### src/hdl/sknk_pkg.sv
// Package for the sector knock handshake detector.
// Holds the item types, access and action codes, size constants and the knock table.
// No dependencies.
package sknk_pkg;

  // Sizes of one disk block and of the request header within it.
  localparam int unsigned BLOCK_BYTES  = 512;
  localparam int unsigned HEADER_BYTES = 12;
  localparam int unsigned KNOCK_LEN    = 5;

  // Widths of the result fields.
  localparam int unsigned LEN_W = 10;
  localparam int unsigned OFF_W = 4;

  // Reset value of the special LBA register.
  localparam logic [31:0] SPECIAL_LBA_RST = 32'h007F_FFFF;

  // Access kinds.
  localparam logic CMD_READ  = 1'b0;
  localparam logic CMD_WRITE = 1'b1;

  // Block actions.
  localparam logic [1:0] ACT_NONE      = 2'd0;
  localparam logic [1:0] ACT_HANDSHAKE = 2'd1;
  localparam logic [1:0] ACT_HREAD     = 2'd2;
  localparam logic [1:0] ACT_HWRITE    = 2'd3;

  // Lengths written in the tag reply header.
  localparam logic [3:0] REPLY_LEN_KNOCK     = 4'd0;
  localparam logic [3:0] REPLY_LEN_HANDSHAKE = 4'd8;

  // Payload placement for handler accesses.
  localparam logic [OFF_W-1:0] OFF_TAGS   = '0;
  localparam logic [OFF_W-1:0] OFF_HEADER = OFF_W'(HEADER_BYTES);
  localparam logic [LEN_W-1:0] READ_LEN   = LEN_W'(BLOCK_BYTES - HEADER_BYTES);
  localparam logic [15:0]      ROOM_TAGS  = 16'(BLOCK_BYTES);
  localparam logic [15:0]      ROOM_BLOCK = 16'(BLOCK_BYTES - HEADER_BYTES);

  // One snooped sector access.
  typedef struct packed {
    logic        command;
    logic [7:0]  drive;
    logic [31:0] sector;
    logic        tag_request_ok;
    logic [15:0] tag_length;
    logic        block_request_ok;
    logic [15:0] block_length;
    logic        block_all_magic;
  } in_item_t;

  // One result item.
  typedef struct packed {
    logic             handled;
    logic             tag_reply;
    logic [3:0]       tag_reply_len;
    logic [1:0]       block_action;
    logic [OFF_W-1:0] payload_offset;
    logic [LEN_W-1:0] payload_len;
    logic [31:0]      reply_sector;
  } out_item_t;

  // Sector expected at each position of the knock sequence.
  function automatic logic [31:0] knock_sector(input logic [2:0] idx);
    logic [31:0] s;
    case (idx)
      3'd0:    s = 32'd0;
      3'd1:    s = 32'd70;
      3'd2:    s = 32'd85;
      3'd3:    s = 32'd74;
      3'd4:    s = 32'd73;
      default: s = 32'd0;
    endcase
    return s;
  endfunction

endpackage

### src/hdl/sknk_in_reg.sv
// Input register of the sector knock handshake detector.
// Captures one access item and holds it until the decision stage takes it.
// Depends on sknk_pkg.
module sknk_in_reg (
  input  logic               clk,
  input  logic               rst_n,
  input  logic               in_valid,
  output logic               in_ready,
  input  sknk_pkg::in_item_t in_item,
  output logic               valid_o,
  output sknk_pkg::in_item_t item_o,
  input  logic               take_i
);

  logic               valid_r;
  logic               valid_nxt;
  sknk_pkg::in_item_t item_r;

  // The register is free when empty or when its item moves on this cycle.
  assign in_ready  = !valid_r || take_i;
  assign valid_nxt = (in_valid && in_ready) || (valid_r && !take_i);

  always_ff @(posedge clk) begin
    if (!rst_n) begin
      valid_r <= 1'b0;
    end else begin
      valid_r <= valid_nxt;
    end
  end

  // Payload needs no reset.
  always_ff @(posedge clk) begin
    if (in_valid && in_ready) begin
      item_r <= in_item;
    end
  end

  assign valid_o = valid_r;
  assign item_o  = item_r;

endmodule

### src/hdl/sknk_core.sv
// Decision logic and handshake state of the sector knock handshake detector.
// Judges one access per cycle while the result side can take it, and updates the knock and handshake state.
// Depends on sknk_pkg.
module sknk_core (
  input  logic                clk,
  input  logic                rst_n,
  input  logic                cfg_wr_en,
  input  logic [31:0]         cfg_wr_data,
  input  sknk_pkg::in_item_t  item_i,
  input  logic                step_i,
  output sknk_pkg::out_item_t result_o
);

  typedef enum logic [1:0] {
    PH_KNOCK  = 2'd0,
    PH_WRITE  = 2'd1,
    PH_READ   = 2'd2,
    PH_SECTOR = 2'd3
  } phase_t;

  logic [31:0] special_lba_r;
  logic [2:0]  knock_index_r, knock_index_nxt;
  phase_t      phase_r, phase_nxt;
  logic [7:0]  chosen_drive_r, chosen_drive_nxt;
  logic [31:0] chosen_sector_r, chosen_sector_nxt;

  logic                        is_special;
  logic                        knock_hit;
  logic                        knock_done;
  phase_t                      phase_mid;
  logic [7:0]                  drive_mid;
  logic [31:0]                 sector_mid;
  logic                        h_ok;
  logic [1:0]                  h_act;
  logic [sknk_pkg::OFF_W-1:0]  h_off;
  logic [sknk_pkg::LEN_W-1:0]  h_len;
  logic [15:0]                 w_len;
  logic [15:0]                 w_room;
  logic                        same_target;
  sknk_pkg::out_item_t         res;

  // Handler call: reads take the fixed payload, writes clamp their length.
  always_comb begin
    h_ok   = 1'b1;
    h_act  = sknk_pkg::ACT_HWRITE;
    h_off  = sknk_pkg::OFF_TAGS;
    w_len  = item_i.tag_length;
    w_room = sknk_pkg::ROOM_TAGS;
    h_len  = '0;
    if (item_i.command == sknk_pkg::CMD_READ) begin
      h_act = sknk_pkg::ACT_HREAD;
      h_off = sknk_pkg::OFF_HEADER;
      h_len = sknk_pkg::READ_LEN;
    end else begin
      if (item_i.tag_request_ok) begin
        h_off  = sknk_pkg::OFF_TAGS;
        w_len  = item_i.tag_length;
        w_room = sknk_pkg::ROOM_TAGS;
      end else if (item_i.block_request_ok) begin
        h_off  = sknk_pkg::OFF_HEADER;
        w_len  = item_i.block_length;
        w_room = sknk_pkg::ROOM_BLOCK;
      end else begin
        h_ok  = 1'b0;
        h_act = sknk_pkg::ACT_NONE;
      end
      h_len = (w_len > w_room) ? w_room[sknk_pkg::LEN_W-1:0] : w_len[sknk_pkg::LEN_W-1:0];
    end
  end

  // Knock sequence tracking; an index past the end counts as a mismatch.
  assign is_special = (item_i.sector == special_lba_r);
  assign knock_hit  = (knock_index_r < 3'(sknk_pkg::KNOCK_LEN)) &&
                      (item_i.sector == sknk_pkg::knock_sector(knock_index_r));
  assign knock_done = knock_hit && (knock_index_r == 3'(sknk_pkg::KNOCK_LEN - 1));

  // State as seen after the knock check, before the phase is judged.
  assign phase_mid  = knock_done ? PH_WRITE : phase_r;
  assign drive_mid  = knock_done ? item_i.drive : chosen_drive_r;
  assign sector_mid = knock_done ? 32'd0 : chosen_sector_r;
  assign same_target = (item_i.drive == drive_mid) && (item_i.sector == sector_mid);

  // Result and next state for the current item.
  always_comb begin
    res               = '0;
    knock_index_nxt   = knock_index_r;
    phase_nxt         = phase_r;
    chosen_drive_nxt  = chosen_drive_r;
    chosen_sector_nxt = chosen_sector_r;
    if (is_special) begin
      res.handled      = 1'b1;
      res.block_action = h_act;
      if (h_ok) begin
        res.payload_offset = h_off;
        res.payload_len    = h_len;
      end
      if (phase_r != PH_SECTOR) begin
        phase_nxt = PH_KNOCK;
      end
    end else begin
      knock_index_nxt   = knock_done ? 3'd0 : (knock_hit ? knock_index_r + 3'd1 : 3'd0);
      phase_nxt         = phase_mid;
      chosen_drive_nxt  = drive_mid;
      chosen_sector_nxt = sector_mid;
      if (knock_done) begin
        res.tag_reply     = 1'b1;
        res.tag_reply_len = sknk_pkg::REPLY_LEN_KNOCK;
      end
      case (phase_mid)
        PH_WRITE: begin
          if (item_i.command == sknk_pkg::CMD_WRITE && item_i.drive == drive_mid &&
              item_i.block_all_magic) begin
            chosen_sector_nxt = item_i.sector;
            phase_nxt         = PH_READ;
            res.handled       = 1'b1;
          end
        end
        PH_READ: begin
          if (item_i.command == sknk_pkg::CMD_READ && same_target) begin
            res.tag_reply     = 1'b1;
            res.tag_reply_len = sknk_pkg::REPLY_LEN_HANDSHAKE;
            res.block_action  = sknk_pkg::ACT_HANDSHAKE;
            res.reply_sector  = sector_mid;
            phase_nxt         = PH_SECTOR;
            res.handled       = 1'b1;
          end
        end
        PH_SECTOR: begin
          if (same_target && h_ok) begin
            res.handled        = 1'b1;
            res.block_action   = h_act;
            res.payload_offset = h_off;
            res.payload_len    = h_len;
          end
        end
        default: begin
        end
      endcase
    end
  end

  // Handshake state advances only when an item passes through.
  always_ff @(posedge clk) begin
    if (!rst_n) begin
      special_lba_r   <= sknk_pkg::SPECIAL_LBA_RST;
      knock_index_r   <= 3'd0;
      phase_r         <= PH_KNOCK;
      chosen_drive_r  <= 8'd0;
      chosen_sector_r <= 32'd0;
    end else begin
      if (cfg_wr_en) begin
        special_lba_r <= cfg_wr_data;
      end
      if (step_i) begin
        knock_index_r   <= knock_index_nxt;
        phase_r         <= phase_nxt;
        chosen_drive_r  <= chosen_drive_nxt;
        chosen_sector_r <= chosen_sector_nxt;
      end
    end
  end

  assign result_o = res;

endmodule

### src/hdl/sknk_out_reg.sv
// Result register of the sector knock handshake detector.
// Holds one result item until the downstream side takes it.
// Depends on sknk_pkg.
module sknk_out_reg (
  input  logic                clk,
  input  logic                rst_n,
  input  logic                load_i,
  input  sknk_pkg::out_item_t item_i,
  output logic                can_take_o,
  output logic                out_valid,
  input  logic                out_ready,
  output sknk_pkg::out_item_t out_item
);

  logic                valid_r;
  logic                valid_nxt;
  sknk_pkg::out_item_t item_r;

  // A new result may enter when the register is empty or being drained.
  assign can_take_o = !valid_r || out_ready;
  assign valid_nxt  = load_i || (valid_r && !out_ready);

  always_ff @(posedge clk) begin
    if (!rst_n) begin
      valid_r <= 1'b0;
    end else begin
      valid_r <= valid_nxt;
    end
  end

  // Payload needs no reset.
  always_ff @(posedge clk) begin
    if (load_i) begin
      item_r <= item_i;
    end
  end

  assign out_valid = valid_r;
  assign out_item  = item_r;

endmodule

### src/hdl/sector_knock_handshake_detector.sv
// Sector knock handshake detector: top level with stream ports and the special LBA register.
// Depends on sknk_pkg, sknk_in_reg, sknk_core and sknk_out_reg.
//
// The block takes one snooped sector access per clock while the output is not stalled and
// gives one result for each via the input and result registers. The rate of one item per cycle
// is set by the single decision stage between the input register and the result register,
// which judges the access and updates the knock and handshake state in the same cycle.
// Back-pressure on the result side reaches in_tready in the same cycle. special_lba is
// written through cfg_wr_en and cfg_wr_data and should only change while the block is idle.
module sector_knock_handshake_detector (
  input  logic        clk,
  input  logic        rst_n,
  // Configuration: special LBA register.
  input  logic        cfg_wr_en,
  input  logic [31:0] cfg_wr_data,
  // Access items.
  input  logic        in_tvalid,
  output logic        in_tready,
  input  logic [79:0] in_tdata,  // drive, sector, tag_request_ok, tag_length,
                                 // block_request_ok, block_length, block_all_magic, zero pad
  input  logic        in_tuser,  // command
  // Result items.
  output logic        out_tvalid,
  input  logic        out_tready,
  output logic [55:0] out_tdata, // handled, tag_reply, tag_reply_len, payload_offset,
                                 // payload_len, reply_sector, zero pad
  output logic [1:0]  out_tuser  // block_action
);

  sknk_pkg::in_item_t  in_item;
  sknk_pkg::in_item_t  stage_item;
  sknk_pkg::out_item_t core_res;
  sknk_pkg::out_item_t out_item;
  logic                stage_valid;
  logic                out_can_take;
  logic                step;

  // Unpack the input stream.
  always_comb begin
    in_item.command          = in_tuser;
    in_item.drive            = in_tdata[7:0];
    in_item.sector           = in_tdata[39:8];
    in_item.tag_request_ok   = in_tdata[40];
    in_item.tag_length       = in_tdata[56:41];
    in_item.block_request_ok = in_tdata[57];
    in_item.block_length     = in_tdata[73:58];
    in_item.block_all_magic  = in_tdata[74];
  end

  // An item moves from the input register into the result register.
  assign step = stage_valid && out_can_take;

  sknk_in_reg u_in_reg (
    .clk      (clk),
    .rst_n    (rst_n),
    .in_valid (in_tvalid),
    .in_ready (in_tready),
    .in_item  (in_item),
    .valid_o  (stage_valid),
    .item_o   (stage_item),
    .take_i   (step)
  );

  sknk_core u_core (
    .clk         (clk),
    .rst_n       (rst_n),
    .cfg_wr_en   (cfg_wr_en),
    .cfg_wr_data (cfg_wr_data),
    .item_i      (stage_item),
    .step_i      (step),
    .result_o    (core_res)
  );

  sknk_out_reg u_out_reg (
    .clk        (clk),
    .rst_n      (rst_n),
    .load_i     (step),
    .item_i     (core_res),
    .can_take_o (out_can_take),
    .out_valid  (out_tvalid),
    .out_ready  (out_tready),
    .out_item   (out_item)
  );

  // Pack the result stream.
  assign out_tdata = {4'd0,
                      out_item.reply_sector,
                      out_item.payload_len,
                      out_item.payload_offset,
                      out_item.tag_reply_len,
                      out_item.tag_reply,
                      out_item.handled};
  assign out_tuser = out_item.block_action;

endmodule
### config.mk
export PLATFORM = sky130hd
export DESIGN_NAME = sector_knock_handshake_detector
export DESIGN_NICKNAME = d
export VERILOG_FILES = /design/src/hdl/sknk_pkg.sv /design/src/hdl/sknk_in_reg.sv /design/src/hdl/sknk_core.sv /design/src/hdl/sknk_out_reg.sv /design/src/hdl/sector_knock_handshake_detector.sv
export SDC_FILE = /design/constraint.sdc
export NUM_CORES = 1
export LEC_CHECK = 0
export BUFFER_PORTS_ARGS = -buffer_cell sky130_fd_sc_hd__buf_2
export CORE_ASPECT_RATIO = 1.4
export CORE_MARGIN = 5
export CORE_UTILIZATION = 40
export CTS_BUF_LIST = sky130_fd_sc_hd__clkbuf_4
export DETAILED_ROUTE_END_ITERATION = 10
export GPL_TIMING_DRIVEN = 0
export PLACE_DENSITY_LB_ADDON = 0.12
export SLEW_MARGIN = 20
export SYNTH_ARGS = -nofsm -noshare
export SYNTH_HDL_FRONTEND = slang
export SYNTH_SLANG_ARGS = --single-unit
### constraint.sdc
create_clock -name clk -period 9 [get_ports clk]
set_clock_uncertainty 0.05 [all_clocks]
set_input_delay 0.9 -clock clk [delete_from_list [all_inputs] [get_ports clk]]
set_output_delay 0.9 -clock clk [all_outputs]
set_load 0.01 [all_outputs]
* After elaboration in Yosys (flattened, before gate mapping)
Index checks and enable logic that the tools add are counted.
Cells by class: bitwise logic cells 4, add/subtract/negate cells 1, equality and inequality tests 13, $lt $le $gt $ge 2, reductions and logical operators 22, multiplexer cells 41
Operators with widths (count):
- $mux W16 | 7
- $mux W32 | 3
- $eq A32 B32 Y1 | 2
- $eq A32 B7 Y1 | 1
- $mux W10 | 3
- $mux W14 | 2
- $pmux W7 S4 | 1
- $gt A16 B16 Y1 | 1
- $mux W2 | 8
- $mux W8 | 2
- $mux W4 | 3
- $logic_and A1 B1 Y1 | 11
- $mux W5 | 2
- $eq A8 B8 Y1 | 1
- $pmux W2 S2 | 2
- $eq A3 B2 Y1 const B | 2
- $mux W3 | 2
- $mux W1 | 5
- $eq A2 B2 Y1 const B | 2
- $logic_not A1 Y1 | 4
- $logic_or A1 B1 Y1 | 4
- $ne A2 B2 Y1 const B | 2
- $not A1 Y1 | 4
- $reduce_and A2 Y1 | 2
- 7 further kinds | 7
Word-level totals: logic and storage cells 105, flip-flop bits (word level) 209, input port bits 118

* Logic depth before layout (Yosys ltp)
depth after elaboration 12, depth in mapped cells 17

* Cells and area by module
From an unflattened synthesis, not the netlist that was laid out.
Unflattened totals: cells, all modules 700, area total of the unflattened synthesis 8848.5 um2
By module, submodules not included:
- sknk_core | area an instance 4798.4 um2, cells an instance 555, instances 1
- sknk_in_reg | area an instance 2339.7 um2, cells an instance 81, instances 1
- sknk_out_reg | area an instance 1670.4 um2, cells an instance 58, instances 1
- sector_knock_handshake_detector | area an instance 40.0 um2, cells an instance 6, instances 1

* Least setup slack after synthesis
OpenSTA, ideal clock, no wires.
path type input to register, from input port out_tready, to register u_in_reg.item_r, in the netlist u_in_reg.item_o[0] (enable), arrival time 2889 ps, data required time 8507 ps, slack 5618 ps, path buffers 0, stages 3, setup time 443 ps, cells stage by stage nor2b_1 -> nand2_1 -> and2_1
On the way: cells in the longest elaborated chain, start to end 4
RTL lines:
- from (decl) | line sector_knock_handshake_detector.sv:24 | input logic out_tready,
- $logic_or A1 B1 Y1 | line sknk_out_reg.sv:20 | assign can_take_o = !valid_r || out_ready;
- $logic_and A1 B1 Y1 | line sector_knock_handshake_detector.sv:51 | assign step = stage_valid && out_can_take;
- $logic_or A1 B1 Y1 | line sknk_in_reg.sv:20 | assign in_ready = !valid_r || take_i;
- net in_tready | line sector_knock_handshake_detector.sv:18 | output logic in_tready,
- $logic_and A1 B1 Y1 | line sknk_in_reg.sv:33 | if (in_valid && in_ready) begin
- to (signal assigned) | line sknk_in_reg.sv:34 | item_r <= in_item;
- to (decl) | line sknk_in_reg.sv:17 | sknk_pkg::in_item_t item_r;
The timed path passes the listed nets, and every way through them passes these cells. A chain may end at the register's enable or synchronous reset.

* Worst setup path after layout
from register u_core.knock_index_r[2], to register u_out_reg.item_r, in the netlist u_out_reg.out_item[22], data pin
On the way: cells in the longest elaborated chain, start to end 11
RTL lines:
- from (decl) | line sknk_core.sv:22 | logic [2:0] knock_index_r, knock_index_nxt;
- from (signal assigned) | line sknk_core.sv:155 | knock_index_r <= knock_index_nxt;
- $eq A3 B3 Y1, or another cell as far along | line sknk_pkg.sv:65, sknk_core.sv:75
- $pmux W7 S4 | line sknk_pkg.sv:65 | case (idx)
- $eq A32 B7 Y1 | line sknk_core.sv:74 | (item_i.sector == sknk_pkg::knock_sector(knock_index_r));
- $logic_and A1 B1 Y1 | line sknk_core.sv:73 | assign knock_hit = (knock_index_r < 3'(sknk_pkg::KNOCK_LEN)) &&
- $logic_and A1 B1 Y1 * | line sknk_core.sv:75 | assign knock_done = knock_hit && (knock_index_r == 3'(sknk_pkg::KNOCK_LEN - 1));
- $mux W32 / $mux W8 (equally long branches) | line sknk_core.sv:80, sknk_core.sv:79
- $eq A32 B32 Y1 / $eq A8 B8 Y1 (equally long branches) | line sknk_core.sv:81 | assign same_target = (item_i.drive == drive_mid) && (item_i.sector == sector_mid);
- $logic_and A1 B1 Y1 | line sknk_core.sv:81
- $logic_and A1 B1 Y1 | line sknk_core.sv:119 | if (item_i.command == sknk_pkg::CMD_READ && same_target) begin
- $not A1 Y1 (no source line)
- $reduce_or A3 Y1 (no source line)
- to (signal assigned) | line sknk_out_reg.sv:34 | item_r <= item_i;
- to (decl) | line sknk_out_reg.sv:17 | sknk_pkg::out_item_t item_r;
Mark *: on every way between the ends. The rest lies on a longest branch, timed or not.

==> metrics.txt <==
Yosys top cell by area=edfxtp_1; Leak Pwr=4.56 nW; Period Utilization, post-route=0.473; max cap viols=0; cts repair resizes=0; Synth-to-Final Area Change=22.6%; clock root buffer=clkbuf_4; yosys warns=0; gp weighted congestion=0.882; initial antenna violation count=2; worst-path fanout max=10; count of state elements after synthesis=203; most frequent cells after synthesis=124 x edfxtp_1, 79 x dfxtp_1, 72 x xor2_1; Hold Fails Final Rpt=0; ys flop type=edfxtp_1; cts hold-fix bufs=0; leading cell type by number of instances after synthesis=edfxtp_1; vias in the first global route=6727; site row count=64; HP Class=in2reg; run status=completed; largest net degree at the start of global routing=57; async set-or-reset flop fraction in the synthesized netlist=0; GRT Overall Usage=0.181; TritonCTS buffer count=52; first-pass GRT wire length=35100 um; Post-synth EDFFs=124; syn_area_per_cell=13.0 um^2; H-tree Lvls=2; Layout Nets=1036; maximum VDD drop=0.000103 V; Core Footprint=21700 um^2; WP data required=9.43 ns; iteration count of the initial detailed-routing pass=6; post-route cell area=10700 um^2; slew margin rel.=0.327; Reg clk slew, reported paths=0.07 ns; number of distinct library cells after synthesis=62; Final Max Slew Viols=0; crit-path cells=clkbuf_1, inv_1, ha_1, nor4_1, nor3_1, o21a_1, nand4bb_4, and2_2, clkbuf_1, ha_1, nor3b_1, clkbuf_1, and3_1; DP Wirelength=17200 um; Fillers=2001; Clk Latency, worst-skew pair=0.66 ns; fmax=235 MHz; Slowest cell on crit path=nor3b_1; Crit. End Element=flip-flop; top cells by area, synth=edfxtp_1 43%, dfxtp_1 18%, xor2_1 7.2%, mux2i_1 5.0%, a22o_1 3.2%; RSZ-0062 raised after global routing=false; vias=6201; minimum clock period=4.26 ns; I/O pins=178; Die W=135 um; cell with the most instances on the worst path=clkbuf_1; Worst Tran Pin Value=1.01 ns; pre-CTS setup slack=4.77 ns; Die H=185 um; Netlist Area Pre-Place=8750 um^2; vias per cell=4.99; cells after synthesis=675; routed len/inst=18.2 um; final WL=22600 um; post-CTS setup buffer count=0; Die Area=25000 um^2; Setup WS post-layout=4.74 ns; Crit path largest cell delay=0.83 ns; Detail Route Antenna Nets=0; Seq/Total Area, Yosys=0.606; Starting Density=0.403; crit path launch type=flip-flop; Overflow after GRT=0; placed inst area=10000 um^2; setup tns final=0 ns; port bufs=162; Final setup viols=0; DRC=0; critical path class=reg2reg; Power Total=2.01 mW; clk sinks=203; Worst Path Arrival=4.69 ns; CTS tree=built; top-area cell type share of the netlist area=0.425; Max clock buf depth=3; share of cells above drive strength 1=0.302; initial detailed-routing violation count=224; P per Cell Area=187 nW/um^2
[path summary, 6_finish.rpt]
kind / start / to / slack (ns) / depth (start not counted)
worst min-delay path: in_tdata[23] / u_in_reg.item_o[50]$_DFFE_PP_ / 0.36 / 1
worst max-delay path: u_core.knock_index_r[2]$_SDFFE_PN0P_ / u_out_reg.out_item[22]$_SDFFCE_PP0P_ / 4.74 / 13
worst min register to register: u_core.special_lba_r[1]$_SDFFE_PN1P_ / u_core.special_lba_r[1]$_SDFFE_PN1P_ / 0.45 / 2
worst max register to register: u_core.knock_index_r[2]$_SDFFE_PN0P_ / u_out_reg.out_item[22]$_SDFFCE_PP0P_ / 4.74 / 13
[metrics by stage]
stage / hold WS, ns / util / std cells
3_3_place_gp: 0.422 / 0.459 / 1142
3_5_place_dp: 0.432 / 0.462 / 1144
5_1_grt: 0.306 / 0.495 / 1242
6_report: 0.364 / 0.495 / 1242
2_1_floorplan: 0.406 / - / 683
4_1_cts: 0.300 / 0.494 / 1241
[critical path, delay by kind of cell (launching register included)]
family	cells	cell delay, ns
adders and majority gates	2	0.56
AOI/OAI and AO/OA	1	0.25
buffers and inverters	4	1.11
and+or+nand+nor	6	1.80
DFF	1	0.32
[kinds of logic after synthesis]
logic type	synth area share
flops	0.606
buf+inv	0.0355
compound gates	0.0839
mux	0.0503
fa+ha+maj	0.0243
simple gates	0.126
other cells	0.000428
xor+xnor	0.0731
[cells in the final DEF, fill, tap and decap left out, types with 18 or more instances in the layout]
| cell | n |
|---|---|
| buf_2 | 167 |
| edfxtp_1 | 124 |
| clkbuf_4 | 84 |
| dfxtp_1 | 79 |
| xor2_1 | 72 |
| nand2_1 | 50 |
| mux2i_1 | 44 |
| and3_1 | 35 |
| a22o_1 | 32 |
| nor4_1 | 24 |
| nor2b_1 | 22 |
| clkbuf_1 | 18 |
[power breakdown]
part	leakage, nW	internal, mW	switching (mW)
Combinational	2.33	0.0626	0.0752
Sequential	1.81	1.03	0.0335
Clock	0.422	0.450	0.358
[routing by layer]
layer	vias to the layer above	GRT usage	part of all wire
met4	2	0.0891	0.042
li1	2977	-	-
met3	60	0.0438	0.061
met5	-	0	0.00057
met2	210	0.336	0.54
met1	2952	0.189	0.36
[registers in the layout, indices dropped and copies added, names as in the netlist]
register,cells
u_core.chosen_drive_r,8
u_core.chosen_sector_r,32
u_core.knock_index_r,3
u_core.phase_r,2
u_core.special_lba_r,32
u_in_reg.item_o,76
u_in_reg.valid_o,1
u_out_reg.out_item,48
u_out_reg.out_valid,1
[final cells by class]
| cell class | instances | area (um^2) | area share |
|---|---|---|---|
| timing repair buffer | 164 | 866 | 0.0807 |
| sequential | 203 | 5310 | 0.494 |
| antenna | 1 | 2.50 | 0.000233 |
| multi-input combinational | 424 | 3170 | 0.295 |
| clock buffer | 84 | 631 | 0.0588 |
| clock inverter | 13 | 76.3 | 0.00711 |
| buffer | 41 | 254 | 0.0237 |
| inverter | 15 | 56.3 | 0.00525 |
| tap | 297 | 372 | 0.0346 |
Power figures use the tool's default switching activity.
